`src/gbn_pkg.sv`:
```
// Shared types and constants for the go-back-n sender.
`default_nettype none
package gbn_pkg;

  // Sequence numbers, ack numbers and the frame count are all 16 bits wide
  localparam int SEQ_W = 16;
  // Burst length field: wide enough for the largest window the block supports (63)
  localparam int CNT_W = 7;
  // Depth of the command queue between front and back
  localparam int QUEUE_DEPTH = 2;

  // Event codes on in_action
  typedef enum logic [1:0] {
    ACT_START   = 2'd0,
    ACT_ACK     = 2'd1,
    ACT_TIMEOUT = 2'd2
  } action_t;

  // Configuration register indexes
  localparam int CFG_IDX_W = 1;
  localparam logic [CFG_IDX_W-1:0] CFG_FRAME_COUNT = 1'b0;
  localparam logic [CFG_IDX_W-1:0] CFG_WINDOW_SIZE = 1'b1;
  localparam int WIN_CFG_W = 6;

  // One queued command: a run of count frames from fn, or the exit marker
  typedef struct packed {
    logic [SEQ_W-1:0] fn;
    logic [CNT_W-1:0] count;
    logic             is_exit;
  } cmd_t;

  // Session status from the front
  typedef struct packed {
    logic started;
    logic done;
  } sess_status_t;

endpackage
`default_nettype wire

```
`src/gbn_cmd_fifo.sv`:
```
// Small flop-based command queue between front and back.
`default_nettype none
module gbn_cmd_fifo
  import gbn_pkg::*;
#(
  parameter int DEPTH = 2
) (
  input  wire  clk,
  input  wire  rst_n,
  input  wire  push,
  input  cmd_t push_cmd,
  output logic full,
  input  wire  pop,
  output logic valid,
  output cmd_t head_cmd
);

  localparam int PTR_W = (DEPTH > 1) ? $clog2(DEPTH) : 1;
  localparam int CNT_QW = $clog2(DEPTH + 1);
  localparam logic [PTR_W-1:0] LAST_PTR = PTR_W'(DEPTH - 1);

  cmd_t               entry_r [DEPTH];
  logic [PTR_W-1:0]   wr_ptr_r, rd_ptr_r;
  logic [CNT_QW-1:0]  fill_r;

  assign full     = (fill_r == CNT_QW'(DEPTH));
  assign valid    = (fill_r != '0);
  assign head_cmd = entry_r[rd_ptr_r];

  always_ff @(posedge clk) begin
    if (!rst_n) begin
      wr_ptr_r <= '0;
      rd_ptr_r <= '0;
      fill_r   <= '0;
    end else begin
      if (push) begin
        wr_ptr_r <= (wr_ptr_r == LAST_PTR) ? '0 : wr_ptr_r + PTR_W'(1);
      end
      if (pop) begin
        rd_ptr_r <= (rd_ptr_r == LAST_PTR) ? '0 : rd_ptr_r + PTR_W'(1);
      end
      if (push && !pop) begin
        fill_r <= fill_r + CNT_QW'(1);
      end else if (pop && !push) begin
        fill_r <= fill_r - CNT_QW'(1);
      end
    end
  end

  always_ff @(posedge clk) begin
    if (push) begin
      entry_r[wr_ptr_r] <= push_cmd;
    end
  end

endmodule
`default_nettype wire

```
`src/gbn_front.sv`:
```
// Front end: config registers, session state and event classification.
`default_nettype none
module gbn_front
  import gbn_pkg::*;
#(
  parameter int MAX_WINDOW = 32
) (
  input  wire                  clk,
  input  wire                  rst_n,
  input  wire                  cfg_valid,
  output logic                 cfg_ready,
  input  wire [CFG_IDX_W-1:0]  cfg_index,
  input  wire [SEQ_W-1:0]      cfg_wdata,
  input  wire                  in_valid,
  output logic                 in_ready,
  input  wire [1:0]            in_action,
  input  wire [SEQ_W-1:0]      in_ack_number,
  input  wire                  q_full,
  output logic                 q_push,
  output cmd_t                 q_cmd,
  output sess_status_t         status
);

  localparam logic [CNT_W-1:0] MAX_WIN_C = CNT_W'(MAX_WINDOW);

  logic [SEQ_W-1:0]     frame_count_r;
  logic [WIN_CFG_W-1:0] window_size_r;

  logic [SEQ_W-1:0] base_r, base_nxt;
  logic [SEQ_W-1:0] next_r, next_nxt;
  logic [SEQ_W-1:0] upper_r, upper_nxt;
  logic             started_r, started_nxt;
  logic             done_r, done_nxt;

  logic [SEQ_W-1:0] frames;
  logic [CNT_W-1:0] ws_ext, win;
  logic [SEQ_W-1:0] win16, base_inc, avail;
  logic [CNT_W-1:0] start_cnt, to_cnt;
  logic             accept;

  assign cfg_ready = 1'b1;
  assign in_ready  = !q_full;
  assign accept    = in_valid && in_ready;
  assign status    = '{started: started_r, done: done_r};

  // Effective frame count and window
  assign frames    = (frame_count_r == '0) ? SEQ_W'(1) : frame_count_r;
  assign ws_ext    = CNT_W'(window_size_r);
  assign win       = (window_size_r == '0) ? CNT_W'(1) :
                     ((ws_ext > MAX_WIN_C) ? MAX_WIN_C : ws_ext);
  assign win16     = SEQ_W'(win);
  assign base_inc  = base_r + SEQ_W'(1);
  assign start_cnt = (frames < win16) ? CNT_W'(frames) : win;
  assign avail     = frames - base_r;
  assign to_cnt    = (avail < win16) ? CNT_W'(avail) : win;

  always_comb begin
    base_nxt    = base_r;
    next_nxt    = next_r;
    upper_nxt   = upper_r;
    started_nxt = started_r;
    done_nxt    = done_r;
    q_push      = 1'b0;
    q_cmd       = '0;
    if (accept && !done_r) begin
      unique case (in_action)
        ACT_START: begin
          if (!started_r) begin
            started_nxt   = 1'b1;
            base_nxt      = '0;
            upper_nxt     = win16 - SEQ_W'(1);
            next_nxt      = SEQ_W'(start_cnt);
            q_push        = 1'b1;
            q_cmd.fn      = '0;
            q_cmd.count   = start_cnt;
          end
        end
        ACT_ACK: begin
          if (started_r) begin
            priority if (in_ack_number == frames - SEQ_W'(1)) begin
              done_nxt      = 1'b1;
              q_push        = 1'b1;
              q_cmd.count   = CNT_W'(1);
              q_cmd.is_exit = 1'b1;
            end else if (in_ack_number == base_r) begin
              base_nxt = base_inc;
              if ((upper_r - base_inc) != (win16 - SEQ_W'(1)) && next_r < frames) begin
                q_push      = 1'b1;
                q_cmd.fn    = next_r;
                q_cmd.count = CNT_W'(1);
                upper_nxt   = upper_r + SEQ_W'(1);
                next_nxt    = next_r + SEQ_W'(1);
              end
            end else begin
              // not the base: ignored
            end
          end
        end
        ACT_TIMEOUT: begin
          if (started_r && base_r < frames) begin
            q_push      = 1'b1;
            q_cmd.fn    = base_r;
            q_cmd.count = to_cnt;
          end
        end
        default: begin
        end
      endcase
    end
  end

  always_ff @(posedge clk) begin
    if (!rst_n) begin
      frame_count_r <= SEQ_W'(1);
      window_size_r <= WIN_CFG_W'(1);
      base_r        <= '0;
      next_r        <= '0;
      upper_r       <= '0;
      started_r     <= 1'b0;
      done_r        <= 1'b0;
    end else begin
      if (cfg_valid) begin
        if (cfg_index == CFG_FRAME_COUNT) begin
          frame_count_r <= cfg_wdata;
        end else begin
          window_size_r <= cfg_wdata[WIN_CFG_W-1:0];
        end
      end
      base_r    <= base_nxt;
      next_r    <= next_nxt;
      upper_r   <= upper_nxt;
      started_r <= started_nxt;
      done_r    <= done_nxt;
    end
  end

endmodule
`default_nettype wire

```
`src/gbn_back.sv`:
```
// Back end: expands commands into one result per cycle when out_ready allows.
`default_nettype none
module gbn_back
  import gbn_pkg::*;
(
  input  wire              clk,
  input  wire              rst_n,
  input  wire              q_valid,
  input  cmd_t             q_cmd,
  output logic             q_pop,
  output logic             out_valid,
  input  wire              out_ready,
  output logic [SEQ_W-1:0] out_frame_number,
  output logic             out_is_exit,
  output logic             out_last
);

  logic             busy_r;
  logic [SEQ_W-1:0] cur_fn_r;
  logic [CNT_W-1:0] rem_r;
  logic             out_valid_r;
  logic [SEQ_W-1:0] out_fn_r;
  logic             out_exit_r, out_last_r;

  logic             src_valid, src_exit, fire, src_end;
  logic [SEQ_W-1:0] src_fn;
  logic [CNT_W-1:0] src_rem;

  // Continue the current run, else start on the queue head in the same cycle
  assign src_valid = busy_r || q_valid;
  assign src_fn    = busy_r ? cur_fn_r : q_cmd.fn;
  assign src_rem   = busy_r ? rem_r : q_cmd.count;
  assign src_exit  = !busy_r && q_cmd.is_exit;
  assign src_end   = (src_rem == CNT_W'(1));
  assign fire      = src_valid && (!out_valid_r || out_ready);
  assign q_pop     = fire && !busy_r;

  assign out_valid        = out_valid_r;
  assign out_frame_number = out_fn_r;
  assign out_is_exit      = out_exit_r;
  assign out_last         = out_last_r;

  always_ff @(posedge clk) begin
    if (!rst_n) begin
      busy_r      <= 1'b0;
      out_valid_r <= 1'b0;
    end else begin
      if (fire) begin
        out_valid_r <= 1'b1;
        busy_r      <= !src_end;
      end else if (out_ready) begin
        out_valid_r <= 1'b0;
      end
    end
  end

  always_ff @(posedge clk) begin
    if (fire) begin
      out_fn_r   <= src_exit ? '0 : src_fn;
      out_exit_r <= src_exit;
      out_last_r <= src_end;
      cur_fn_r   <= src_fn + SEQ_W'(1);
      rem_r      <= src_rem - CNT_W'(1);
    end
  end

endmodule
`default_nettype wire

```
`src/go_back_n_sender.sv`:
```
// Top level of the go-back-n sender: front end, command queue, back end.
//
// Go-Back-N sliding-window sender. Write frame_count (index 0) and window_size
// (index 1) while idle, then send a start event: frames 0 up to the window or
// frame count come out, one item per cycle, with last set on the final one.
// An ack equal to the window base moves the base and may release one new frame;
// an ack for frame_count-1 gives a single exit item (frame number 0) and ends
// the session until reset. A timeout resends the window from the base. Other
// acks, events before start and events after exit give nothing. Frame count 0
// counts as 1; window 0 counts as 1 and windows above MAX_WINDOW are clamped.
// Timing: the front takes one event per cycle while the two-entry command
// queue has room, so acks stream at one per cycle. The back end drains the
// queue at one result per cycle while out_ready is high, through a registered
// output, so a start or timeout keeps it busy for its whole burst; the queue
// fills behind a burst and in_ready then drops until the back end catches up.
// An accepted event's command passes through the queue and then the
// registered output before its first result appears.
`default_nettype none
module go_back_n_sender
  import gbn_pkg::*;
#(
  parameter int MAX_WINDOW = 32
) (
  input  wire                 clk,
  input  wire                 rst_n,
  // configuration writes
  input  wire                 cfg_valid,
  output logic                cfg_ready,
  input  wire [CFG_IDX_W-1:0] cfg_index,
  input  wire [SEQ_W-1:0]     cfg_wdata,
  // events in
  input  wire                 in_valid,
  output logic                in_ready,
  input  wire [1:0]           in_action,
  input  wire [SEQ_W-1:0]     in_ack_number,
  // frames out
  output logic                out_valid,
  input  wire                 out_ready,
  output logic [SEQ_W-1:0]    out_frame_number,
  output logic                out_is_exit,
  output logic                out_last
);

  logic         q_push, q_full, q_pop, q_valid;
  cmd_t         q_in_cmd, q_head_cmd;
  sess_status_t sess;

  // Classifies events and keeps the window state; at most one command per event
  gbn_front #(
    .MAX_WINDOW(MAX_WINDOW)
  ) u_front (
    .clk          (clk),
    .rst_n        (rst_n),
    .cfg_valid    (cfg_valid),
    .cfg_ready    (cfg_ready),
    .cfg_index    (cfg_index),
    .cfg_wdata    (cfg_wdata),
    .in_valid     (in_valid),
    .in_ready     (in_ready),
    .in_action    (in_action),
    .in_ack_number(in_ack_number),
    .q_full       (q_full),
    .q_push       (q_push),
    .q_cmd        (q_in_cmd),
    .status       (sess)
  );

  // Decouples event intake from result output
  gbn_cmd_fifo #(
    .DEPTH(QUEUE_DEPTH)
  ) u_queue (
    .clk     (clk),
    .rst_n   (rst_n),
    .push    (q_push),
    .push_cmd(q_in_cmd),
    .full    (q_full),
    .pop     (q_pop),
    .valid   (q_valid),
    .head_cmd(q_head_cmd)
  );

  // Turns each command into its run of result items
  gbn_back u_back (
    .clk             (clk),
    .rst_n           (rst_n),
    .q_valid         (q_valid),
    .q_cmd           (q_head_cmd),
    .q_pop           (q_pop),
    .out_valid       (out_valid),
    .out_ready       (out_ready),
    .out_frame_number(out_frame_number),
    .out_is_exit     (out_is_exit),
    .out_last        (out_last)
  );

  // The front never pushes into a full queue
  a_no_overflow: assert property (@(posedge clk) disable iff (!rst_n)
    q_push |-> !q_full)
    else $error("command pushed into full queue");

  // Once the session has ended it stays ended
  a_done_sticky: assert property (@(posedge clk) disable iff (!rst_n)
    sess.done |=> sess.done)
    else $error("session end flag cleared");

  // The exit marker is a single item carrying frame number zero
  a_exit_form: assert property (@(posedge clk) disable iff (!rst_n)
    (out_valid && out_is_exit) |-> (out_last && out_frame_number == '0))
    else $error("malformed exit item");

  // Inside a burst the next frame follows at once and counts up by one
  a_burst_seq: assert property (@(posedge clk) disable iff (!rst_n)
    (out_valid && out_ready && !out_last) |=>
      (out_valid && !out_is_exit &&
       out_frame_number == $past(out_frame_number) + SEQ_W'(1)))
    else $error("burst frame sequence broken");

endmodule
`default_nettype wire
```
`config.mk`:
```
export PLATFORM = sky130hd
export DESIGN_NAME = go_back_n_sender
export DESIGN_NICKNAME = d
export VERILOG_FILES = /design/src/gbn_pkg.sv /design/src/gbn_cmd_fifo.sv /design/src/gbn_front.sv /design/src/gbn_back.sv /design/src/go_back_n_sender.sv
export SDC_FILE = /design/constraint.sdc
export NUM_CORES = 1
export LEC_CHECK = 0
export BUFFER_PORTS_ARGS = -buffer_cell sky130_fd_sc_hd__buf_2
export CAP_MARGIN = 20
export CELL_PAD_IN_SITES_DETAIL_PLACEMENT = 2
export CELL_PAD_IN_SITES_GLOBAL_PLACEMENT = 2
export CORE_AREA = 10 10 177 179
export CTS_CLUSTER_SIZE = 10
export DETAILED_ROUTE_END_ITERATION = 8
export DIE_AREA = 0 0 187 189
export GPL_TIMING_DRIVEN = 1
export PLACE_DENSITY = 0.95
export REMOVE_ABC_BUFFERS = 1
export SLEW_MARGIN = 15
export SYNTH_ARGS = -nofsm -noshare
export SYNTH_HDL_FRONTEND = slang
export SYNTH_SLANG_ARGS = --single-unit
```
`constraint.sdc`:
```
create_clock -name clk -period 14.9 [get_ports clk]
set_input_delay 0 -clock clk [delete_from_list [all_inputs] [get_ports clk]]
set_output_delay 0 -clock clk [all_outputs]
set_load 0.005 [all_outputs]
```
### Word level (Yosys, flattened, before mapping)

Memory sizes are Yosys's and may differ from the RTL's. A register that Yosys moved wholly into a read port is not among the register bits.
Index checks and enable logic that the tools add are counted.

| word-level totals | value |
|---|---|
| memories kept | 1 |
| logic and storage cells | 133 |
| output and inout bits | 21 |
| register bits after elaboration | 119 |
| bits in writable memories | 48 |
| bits of input ports | 40 |

| operators by class | value |
|---|---|
| multiplexer cells | 53 |
| bitwise operators | 1 |
| $add $sub $neg | 13 |
| eq/ne operators | 12 |
| reduce and logical (&&, ||, !) cells | 31 |
| order comparisons | 5 |

Memories:

| name | words | bits a word | rd ports | clocked after memory_dff | write ports | RTL line | text |
|---|---|---|---|---|---|---|---|
| u_queue.entry_r | 2 | 24 | 1 | 1 | 1 | gbn_cmd_fifo.sv:22 | `cmd_t entry_r [DEPTH];` |

Operator list:

| operator | count |
|---|---|
| $mux 16 | 17 |
| $pmux 16 s2 | 3 |
| $mux 23 | 3 |
| $pmux 23 s3 | 1 |
| $add 16x1->16 const B | 4 |
| $mux 24 | 2 |
| $mux 7 | 6 |
| $eq 16x16->1 | 2 |
| $lt 16x16->1 | 2 |
| $lt 16x7->1 | 2 |
| $sub 16x16->16 | 2 |
| $mux 1 | 17 |
| $logic_not 16->1 | 1 |
| $ne 16x16->1 | 1 |
| $sub 16x1->16 const B | 1 |
| $logic_and 1x1->1 | 9 |
| $reduce_bool 2->1 | 4 |
| $sub 7x1->8 const B | 1 |
| $eq 7x1->1 const B | 1 |
| $logic_not 1->1 | 7 |
| $reduce_and 7->1 | 1 |
| $sub 7x1->7 const B | 1 |
| $gt 6x6->1 const B | 1 |
| $logic_not 6->1 | 1 |
| 16 further kinds | 25 |

### Longest topological paths before layout

Gate-level depths: netlist (run 1).

| logic depth | value |
|---|---|
| depth in word-level cells | 16 |
| gate-level depth with buffers | 23 |
| depth with buffers taken out | 22 |

### Cells and area by module

From an unflattened synthesis (run 1), not the netlist that was laid out.

| unflattened totals | value |
|---|---|
| cells, all modules | 1348 |
| area total of the unflattened synthesis | 12065.3 um^2 |

Modules (own cells, without submodules):

| module | area an instance (um^2) | cells each | instances |
|---|---|---|---|
| gbn_front | 7856.3 | 1067 | 1 |
| gbn_back | 2255.9 | 184 | 1 |
| gbn_cmd_fifo | 1953.1 | 97 | 1 |

### Worst setup path after synthesis (run 1)

No wires, ideal clock.

| timing path | value |
|---|---|
| path kind | register to register |
| from | reg u_front.frame_count_r[2] |
| to | mem u_queue.entry_r[0][0] (netlist bit) (enable) |
| stages on the path, launching flop included | 20 |
| setup time | 0.405 ns |
| slack | 9.899 ns |
| clock period less this slack | 5.001 ns |
| required time | 14.495 ns |
| arrival | 4.596 ns |
| cell sequence | dfxtp_1 buf_2 or4_4 nor4_4 a21oi_2 ha_1 inv_1 fa_1 a21o_1 a21oi_1 nand2b_1 a21boi_0 o41ai_1 o21a_1 o221a_2 o21ai_1 o21bai_1 nand3_1 nand2_1 nor2_1 |

| between the ends | value |
|---|---|
| cells in the longest elaborated chain, start to end | 12 |
| elaborated cells between the ends (all ways) | 17 |

RTL lines:

| what | RTL line | text |
|---|---|---|
| start, declared | gbn_front.sv:26 | `logic [SEQ_W-1:0] frame_count_r;` |
| start signal, assigned | gbn_front.sv:124 | `frame_count_r <= cfg_wdata;` |
| $logic_not 16->1 | gbn_front.sv:47 | `assign frames = (frame_count_r == '0) ? SEQ_W'(1) : frame_count_r;` |
| $mux 16 * | gbn_front.sv:47 |  |
| branches (longest 6 deep; another with $sub 16x1->16) | n/a |  |
| $pmux 1 s3 * | gbn_front.sv:66 | `unique case (in_action)` |
| $mux 1 * | gbn_front.sv:65 | `if (accept && !done_r) begin` |
| $mux 1 * | gbn_cmd_fifo.sv:51 | `if (push) begin` |
| $mux 1 (not written as such) * | gbn_cmd_fifo.sv:52 | `entry_r[wr_ptr_r] <= push_cmd;` |
| end, declared | gbn_cmd_fifo.sv:22 |  |

Mark *: on every way between the ends.

### Final worst setup path (run 1)

| timing path | value |
|---|---|
| from | reg u_front.base_r[2] |
| to | mem u_queue.entry_r[1][18] (netlist bit) (enable) |

| between the ends | value |
|---|---|
| cells in the longest elaborated chain, start to end | 12 |
| elaborated cells between the ends (all ways) | 16 |

RTL lines:

| what | RTL line | text |
|---|---|---|
| start, declared | gbn_front.sv:29 | `logic [SEQ_W-1:0] base_r, base_nxt;` |
| start signal, assigned | gbn_front.sv:129 | `base_r <= base_nxt;` |
| $add 16x1->16 | gbn_front.sv:52 | `assign base_inc = base_r + SEQ_W'(1);` |
| $sub 16x16->16 | gbn_front.sv:87 | `if ((upper_r - base_inc) != (win16 - SEQ_W'(1)) && next_r < frames) begin` |
| $ne 16x16->1 | gbn_front.sv:87 |  |
| $logic_and 1x1->1 | gbn_front.sv:87 |  |
| $mux 1 | gbn_front.sv:87 |  |
| $mux 1 | gbn_front.sv:85 | `end else if (in_ack_number == base_r) begin` |
| $mux 1 | gbn_front.sv:80 | `priority if (in_ack_number == frames - SEQ_W'(1)) begin` |
| $mux 1 | gbn_front.sv:79 | `if (started_r) begin` |
| $pmux 1 s3 * | gbn_front.sv:66 |  |
| $mux 1 * | gbn_front.sv:65 |  |
| $mux 1 * | gbn_cmd_fifo.sv:51 |  |
| $mux 1 (not written as such) * | gbn_cmd_fifo.sv:52 |  |

Every way passes the cells marked *; elsewhere a longest branch is shown, timed or not.

==> results of run 1 <==
## Yosys cell counts (8+ instances only)
master     instances  area, um^2
nor2b_1           15        93.8
or3_1             14        87.6
edfxtp_1          89        2670
dfxtp_1           79        1580
nand2b_1          10        62.6
inv_1             65         244
nor2_1           155         582
a21o_1            23         173
nor4_1            19         119
nand4_1           25         156
xnor2_1           56         490
nand3_1           57         285
a21oi_1          109         546
buf_2             17        85.1
o21a_1            12        90.1
o211ai_1          12        90.1
and2_1             8        50.1
clkbuf_1          56         210
nor3_1            16        80.1
ha_1              57         713
a22oi_1           20         150
o2111ai_1         10        87.6
mux2i_1           39         390
mux2_2             8        90.1
and3_1            16         100
xor2_1            41         359
nand2_1          120         450
o21ai_0           51         255
## worst register-to-register path, stage by stage, from the launching register on
cell and delay [ps]:
dfxtp_1 730, nand4_2 390, nor2_1 230, xnor2_1 100, ha_1 400, o21ai_0 130, nand2b_1 80, o41a_1 120
maj3_1 430, o211ai_1 230, nand3_1 190, nand3_1 240, mux2i_1 450, o311ai_0 420, nand3_1 260, nand2_1 190
nor2_2 700, buf_8 270
## power by group through the flow
stage	combinational (mW)	clock (mW)	sequential, mW
after floorplan	0.281	0	0.663
after global placement	0.429	0	0.643
after detailed placement	0.472	0	0.656
after CTS	0.489	0.488	0.649
after global routing	0.547	0.506	0.654
final	0.501	0.483	0.646
## worst max-delay path by stage
stage | from | endpoint
3_3_place_gp | u_front.frame_count_r[1]$_SDFFE_PN0P_ | u_queue.entry_r[0][6]$_DFFE_PP_
5_1_grt | u_front.frame_count_r[1]$_SDFFE_PN0P_ | u_queue.entry_r[1][15]$_DFFE_PP_
6_report | u_front.base_r[2]$_SDFFE_PN0P_ | u_queue.entry_r[1][18]$_DFFE_PP_
4_1_cts | u_front.frame_count_r[1]$_SDFFE_PN0P_ | u_queue.entry_r[1][2]$_DFFE_PP_
2_1_floorplan | u_front.frame_count_r[1]$_SDFFE_PN0P_ | u_queue.entry_r[0][0]$_DFFE_PP_
3_5_place_dp | u_front.frame_count_r[1]$_SDFFE_PN0P_ | u_queue.entry_r[1][15]$_DFFE_PP_
## metrics by stage
| stage | worst slack [ps] | instance area [um^2] | std cells | hold slack (ps) | util |
|---|---|---|---|---|---|
| final | 9040 | 13000 | 1763 | 26.7 | 0.469 |
| after global routing | 8730 | 13000 | 1763 | 40.2 | 0.469 |
| after CTS | 8910 | 12900 | 1761 | 15.7 | 0.467 |
| after detailed placement | 9270 | 12100 | 1708 | 250 | 0.437 |
| after global placement | 9370 | 12100 | 1706 | 243 | 0.436 |
| after floorplan | 9210 | 11200 | 1260 | 71.8 | - |
## registers in the layout, summed over array words and instances, names as in the netlist, 2 cells and up, named ones only
register                 count
u_back.out_frame_number     16
u_queue.fill_r               2
u_back.rem_r                 7
u_front.next_r              16
u_back.cur_fn_r             16
u_queue.entry_r             48
u_front.window_size_r        6
u_front.upper_r             16
u_front.frame_count_r       16
u_front.base_r              16
## area by class of cell
| cell class | instances | area, um^2 |
|---|---|---|
| clock inverters | 15 | 191 |
| fillers | 3007 | 14700 |
| clock buffers | 17 | 425 |
| flip-flops and latches | 168 | 4250 |
| well taps | 378 | 473 |
| repair buffers | 93 | 638 |
| multi-input cells | 1027 | 6730 |
| inverters | 65 | 244 |
## routing by layer
metal | part of all wire | routed length (um)
met1 | 0.39 | 19400
met3 | 0.060 | 2990
met4 | 0.048 | 2420
met5 | 0 | 0
met2 | 0.50 | 25100
## kinds of logic after synthesis
kind of cell | count (synthesis) | synth area share
compound gates | 305 | 0.170
xor+xnor | 98 | 0.0754
fa+ha+maj | 65 | 0.0704
buf+inv | 149 | 0.0523
flops | 168 | 0.368
mux | 47 | 0.0416
other cells | 2 | 0.000650
simple gates | 509 | 0.222
==> flow_metrics.env, run 1 <==
export IMPL_status="finished clean"
export IMPL_worstPathRequired_ps=15080
export IMPL_cts_tree="yes"
export IMPL_finalCritPeriodShare=0.393
export IMPL_syn2layout_area_growth_pct=12.0
export IMPL_synthCells=1343
export IMPL_grtUsageMet3=0.0437
export IMPL_critPathCaptureType="register"
export IMPL_synth_edf_count=89
export IMPL_pwr_share_clk=0.296
export IMPL_gp_congestion=0.935
export IMPL_hp_class="in2reg"
export IMPL_nets=1471
export IMPL_crit_cells=17
export IMPL_ir_drop_mv=0.0866
export IMPL_synthesis_area_um2=11600
export IMPL_drt_iter0_markers=1045
export IMPL_met1_usage=0.313
export IMPL_final_setup_viol_count=0
export IMPL_power_frac_comb=0.307
export IMPL_leakage_nw=4.79
export IMPL_dp_hpwl_um=34500
export IMPL_viasPerCell=6.34
export IMPL_grt_total_usage=0.276
export IMPL_reg2reg_setup_slack_ps=9040
export IMPL_ys_async_sr_fraction=0
export IMPL_p_seq_frac=0.396
export IMPL_grt_overflow=0
export IMPL_crit_chain="nand4_2 > nor2_1 > xnor2_1 > ha_1 > o21ai_0 > nand2b_1 > o41a_1 > maj3_1 > o211ai_1 > nand3_1 > nand3_1 > mux2i_1 > o311ai_0 > nand3_1 > nand2_1 > nor2_2 > buf_8"
export IMPL_reg2reg_depth=17
export IMPL_die_area_um2=35300
export IMPL_cts_sinks=168
export IMPL_finClkSkew_ps=20.0
export IMPL_hold_end="u_front.frame_count_r[0]$_SDFFE_PN1P_"
export IMPL_power_internal_mw=1.01
export IMPL_hold_viol=0
export IMPL_drc_errors=0
export IMPL_arrival_ps=6040
export IMPL_synthFlopType="edfxtp_1"
export IMPL_grt_setup_unrepaired="no"
export IMPL_avgSynthCellArea_um2=8.61
export IMPL_totalNegativeSetupSlack_ps=0
export IMPL_rr_endpoint="u_queue.entry_r[1][18]$_DFFE_PP_"
export IMPL_totalPowerFinal_mw=1.63
export IMPL_worst_pin_slew_ps=1110
export IMPL_cts_buffers=17
export IMPL_ys_types=85
export IMPL_final_cell_mix="151 x nor2_1, 120 x nand2_1, 109 x a21oi_1"
export IMPL_layout_commonest_cell="nor2_1"
export IMPL_ys_seq_elements=168
export IMPL_post_cts_buffers=0
export IMPL_p_per_area_nw_per_um2=126
export IMPL_grt_pass1_wl_um=76300
export IMPL_routedWlPerCell_um=28.3
export IMPL_clkLatencyLatePin_ps=480
export IMPL_cts_resized=0
export IMPL_holdBufCountCts=21
export IMPL_slew_headroom=0.258
export IMPL_wl_um=49900
export IMPL_port_buffers=59
export IMPL_pin_count=61
export IMPL_grt_busiest_layer="met2"
export IMPL_cp_start_kind="register"
export IMPL_antenna_found_initial=0
export IMPL_critical_path_max_stage_delay_ps=730
export IMPL_drive_gt1_frac=0.105
export IMPL_synth_warnings=0
export IMPL_hp_start="rst_n"
export IMPL_worst_path_max_fanout=14
export IMPL_slew_viol_final=0
export IMPL_grt_max_degree=59
export IMPL_path_clk_slew_ps=90
export IMPL_design_core_area_um2=27600
export IMPL_fmax_mhz=171
export IMPL_slowest_stage="dfxtp_1"
export IMPL_start_util=0.418
export IMPL_rows=61
export IMPL_worstSetupPathType="reg2reg"
export IMPL_drtAntennaViolNets=0
export IMPL_drv_cap=0
export IMPL_yosysSeqAreaShare=0.368
export IMPL_min_period_ps=5860
export IMPL_grt_pass1_vias=12300
export IMPL_crit_family="simple AND/OR/NAND/NOR gates"
export IMPL_hold_path_depth=3
export IMPL_cts_root_buf="clkbuf_16"
export IMPL_crit_top_cell="nand3_1"
export IMPL_power_switching_mw=0.622
export IMPL_netSwitchingFraction=0.381
export IMPL_diodes=0
export IMPL_use_met2=0.487
export IMPL_die_h_um=189
export IMPL_firstDrtPassIters=7
export IMPL_dieWidth_um=187
export IMPL_cts_buffer_depth=2
export IMPL_cts_htree_levels=4
export IMPL_worst_path_buf_inv=1
export IMPL_r2r_start="u_front.base_r[2]$_SDFFE_PN0P_"
export IMPL_vias=11200
Power figures use the tool's default switching activity.
==> run 2: changes to the inputs <==
Settings changed: CORE_AREA 10 10 177 179 to 10 10 184 186, DIE_AREA 0 0 187 189 to 0 0 194 196, PLACE_DENSITY 0.95 to 0.9.
Clock period 14.9 ns to 5.8 ns, I/O delays scaled along.
==> run 2 against run 1 <==
  * Power grew to 2.5 times the previous value
  * Sequential cell count is the same
  * Clock-buffer cell count is the same
  * Combinational power grew 150%
  * Cell count grew 2.1%
  * Critical path type unchanged
  * Largest cell class unchanged
  * Largest power group unchanged
==> flow_metrics.env, run 2 (synthesis gave the netlist of run 1 again) <==
export IMPL_utilization=0.433
export IMPL_dp_hpwl_um=34400
export IMPL_slew_headroom=0.361
export IMPL_grt_max_degree=59
export IMPL_hold_end="u_front.started_r$_SDFFE_PN0P_"
export IMPL_worst_path_max_fanout=8
export IMPL_grt_total_usage=0.243
export IMPL_hp_class="in2reg"
export IMPL_min_period_ps=5440
export IMPL_start_util=0.382
export IMPL_dieWidth_um=194
export IMPL_final_setup_viol_count=0
export IMPL_r2r_start="u_front.base_r[1]$_SDFFE_PN0P_"
export IMPL_hp_start="in_action[1]"
export IMPL_largest_register="u_queue.entry_r"
export IMPL_pin_count=61
export IMPL_nets=1489
export IMPL_layout_commonest_cell="nor2_1"
export IMPL_ir_drop_mv=0.213
export IMPL_crit_top_cell="ha_1"
export IMPL_rows=64
export IMPL_drive_gt1_frac=0.116
export IMPL_cts_sinks=168
export IMPL_p_per_area_nw_per_um2=316
export IMPL_leakage_nw=4.88
export IMPL_final_cell_count_no_fill=1800
export IMPL_design_core_area_um2=30300
export IMPL_slowest_stage="a41oi_1"
export IMPL_cts_buffers=17
export IMPL_routedWlPerCell_um=26.6
export IMPL_cp_start_kind="register"
export IMPL_reg2reg_depth=20
export IMPL_vias=11000
export IMPL_drc_errors=0
export IMPL_finClkSkew_ps=13.7
export IMPL_drtAntennaViolNets=0
export IMPL_rr_endpoint="u_queue.fill_r[1]$_SDFFE_PN0P_"
export IMPL_gp_congestion=0.967
export IMPL_wl_um=47800
export IMPL_final_cell_mix="151 x nor2_1, 119 x nand2_1, 109 x a21oi_1"
export IMPL_drv_cap=0
export IMPL_worstPathRequired_ps=6160
export IMPL_clkLatencyLatePin_ps=440
export IMPL_arrival_ps=5800
export IMPL_grt_pass1_vias=12000
export IMPL_crit_chain="buf_4 > ha_1 > and3_1 > xnor2_1 > ha_1 > o21ai_0 > o21ai_0 > o2111ai_1 > a41oi_1 > a31oi_1 > o31ai_1 > xnor2_1 > o2111ai_1 > a32oi_1 > nand3_1 > nand2_1 > inv_1 > ha_1 > or3_1 > a21oi_1"
export IMPL_path_clk_slew_ps=80
export IMPL_worst_slack_ps=358
export IMPL_fmax_mhz=184
export IMPL_grt_overflow=0
export IMPL_viasPerCell=6.13
export IMPL_status="finished clean"
export IMPL_cts_root_buf="clkbuf_16"
export IMPL_totalNegativeSetupSlack_ps=0
export IMPL_syn2layout_area_growth_pct=13.3
export IMPL_port_buffers=59
export IMPL_cts_buffer_depth=2
export IMPL_slew_viol_final=0
export IMPL_worst_pin_slew_ps=951
export IMPL_antenna_found_initial=0
export IMPL_firstDrtPassIters=5
export IMPL_drt_iter0_markers=986
export IMPL_grt_setup_unrepaired="no"
export IMPL_cts_tree="yes"
export IMPL_hold_path_depth=4
export IMPL_grt_pass1_wl_um=73200
export IMPL_finalCritPeriodShare=0.938
export IMPL_reg2reg_setup_slack_ps=360
export IMPL_placed_cells=1745
export IMPL_cts_htree_levels=4
export IMPL_largest_register_ffs=48
export IMPL_hold_viol=0
export IMPL_die_h_um=196
export IMPL_preCtsSetupSlack_ps=247
export IMPL_worstSetupPathType="reg2reg"
export IMPL_critical_path_max_stage_delay_ps=500
export IMPL_critPathCaptureType="register"
export IMPL_die_area_um2=38000
-- run 2: cell count changes in the layout (fill, tap and decap cells not counted), moves of 2 or more --
cell,change
buf_4,+19
buf_8,-3
clkinv_8,-3
inv_12,-2
inv_6,+2
-- run 2: routing by layer --
layer	vias up	wire length, um	part of all wire	GRT usage
met5	-	0	0	0
met4	0	2020	0.042	0.110
met3	122	2650	0.055	0.0375
met2	402	23800	0.50	0.431
met1	5601	19300	0.40	0.283
li1	4917	-	-	-
-- run 2: how the worst max path moves through the flow --
stage                                                     start                                to  slack [ps]  cells past startpoint
final                            u_front.base_r[1]$_SDFFE_PN0P_    u_queue.fill_r[1]$_SDFFE_PN0P_         360                     20
after global routing      u_front.frame_count_r[0]$_SDFFE_PN1P_   u_queue.entry_r[1][2]$_DFFE_PP_          20                     20
after detailed placement  u_front.frame_count_r[0]$_SDFFE_PN1P_  u_queue.entry_r[0][10]$_DFFE_PP_         250                     16
after floorplan           u_front.frame_count_r[1]$_SDFFE_PN0P_   u_queue.entry_r[0][0]$_DFFE_PP_         110                     18
after global placement    u_front.frame_count_r[0]$_SDFFE_PN1P_  u_queue.entry_r[1][10]$_DFFE_PP_         460                     16
after CTS                 u_front.frame_count_r[0]$_SDFFE_PN1P_  u_queue.entry_r[1][10]$_DFFE_PP_         180                     16
-- run 2: area by class of cell --
| class | instances | area [um^2] |
|---|---|---|
| Clock inverter | 15 | 171 |
| Clock buffer | 17 | 425 |
| Fill cell | 3308 | 17200 |
| Sequential cell | 168 | 4260 |
| Antenna cell | 1 | 2.50 |
| Multi-Input combinational cell | 1027 | 6720 |
| Inverter | 65 | 244 |
| Tap cell | 396 | 495 |
| Timing Repair Buffer | 111 | 783 |
-- run 2: metrics by stage --
stage	power, mW	hold WS, ps	instance area (um^2)
finish	4.14	60.3	13100
global route	4.33	79.7	13100
CTS	4.16	37.1	13100
detailed placement	2.93	256	12300
global placement	2.77	244	12200
floorplan	2.42	71.8	11200
-- run 2: where the power goes --
group          internal, mW  switching, mW  total (mW)
Combinational         0.457          0.790        1.25
Clock                 0.617          0.583        1.20
Sequential             1.55          0.144        1.69
Total                  2.62           1.52        4.14
-- run 2: worst max-delay path, delay by kind of cell (launching register included) --
kind / cells / cell delay [ps]
AO/OA/AOI/OAI: 9 / 2470
XOR/XNOR: 2 / 280
adder cells (fa/ha/maj): 3 / 1010
buffers and inverters: 2 / 270
flip-flops: 1 / 320
AND/OR/NAND/NOR: 4 / 1010
-- run 2: what timing repair did --
item	CTS	global route
hold buffers	21	0
endpoints found under the setup margin	0	4
setup buffers	0	0
gates resized for setup	0	1
hold endpoints to repair	23	0
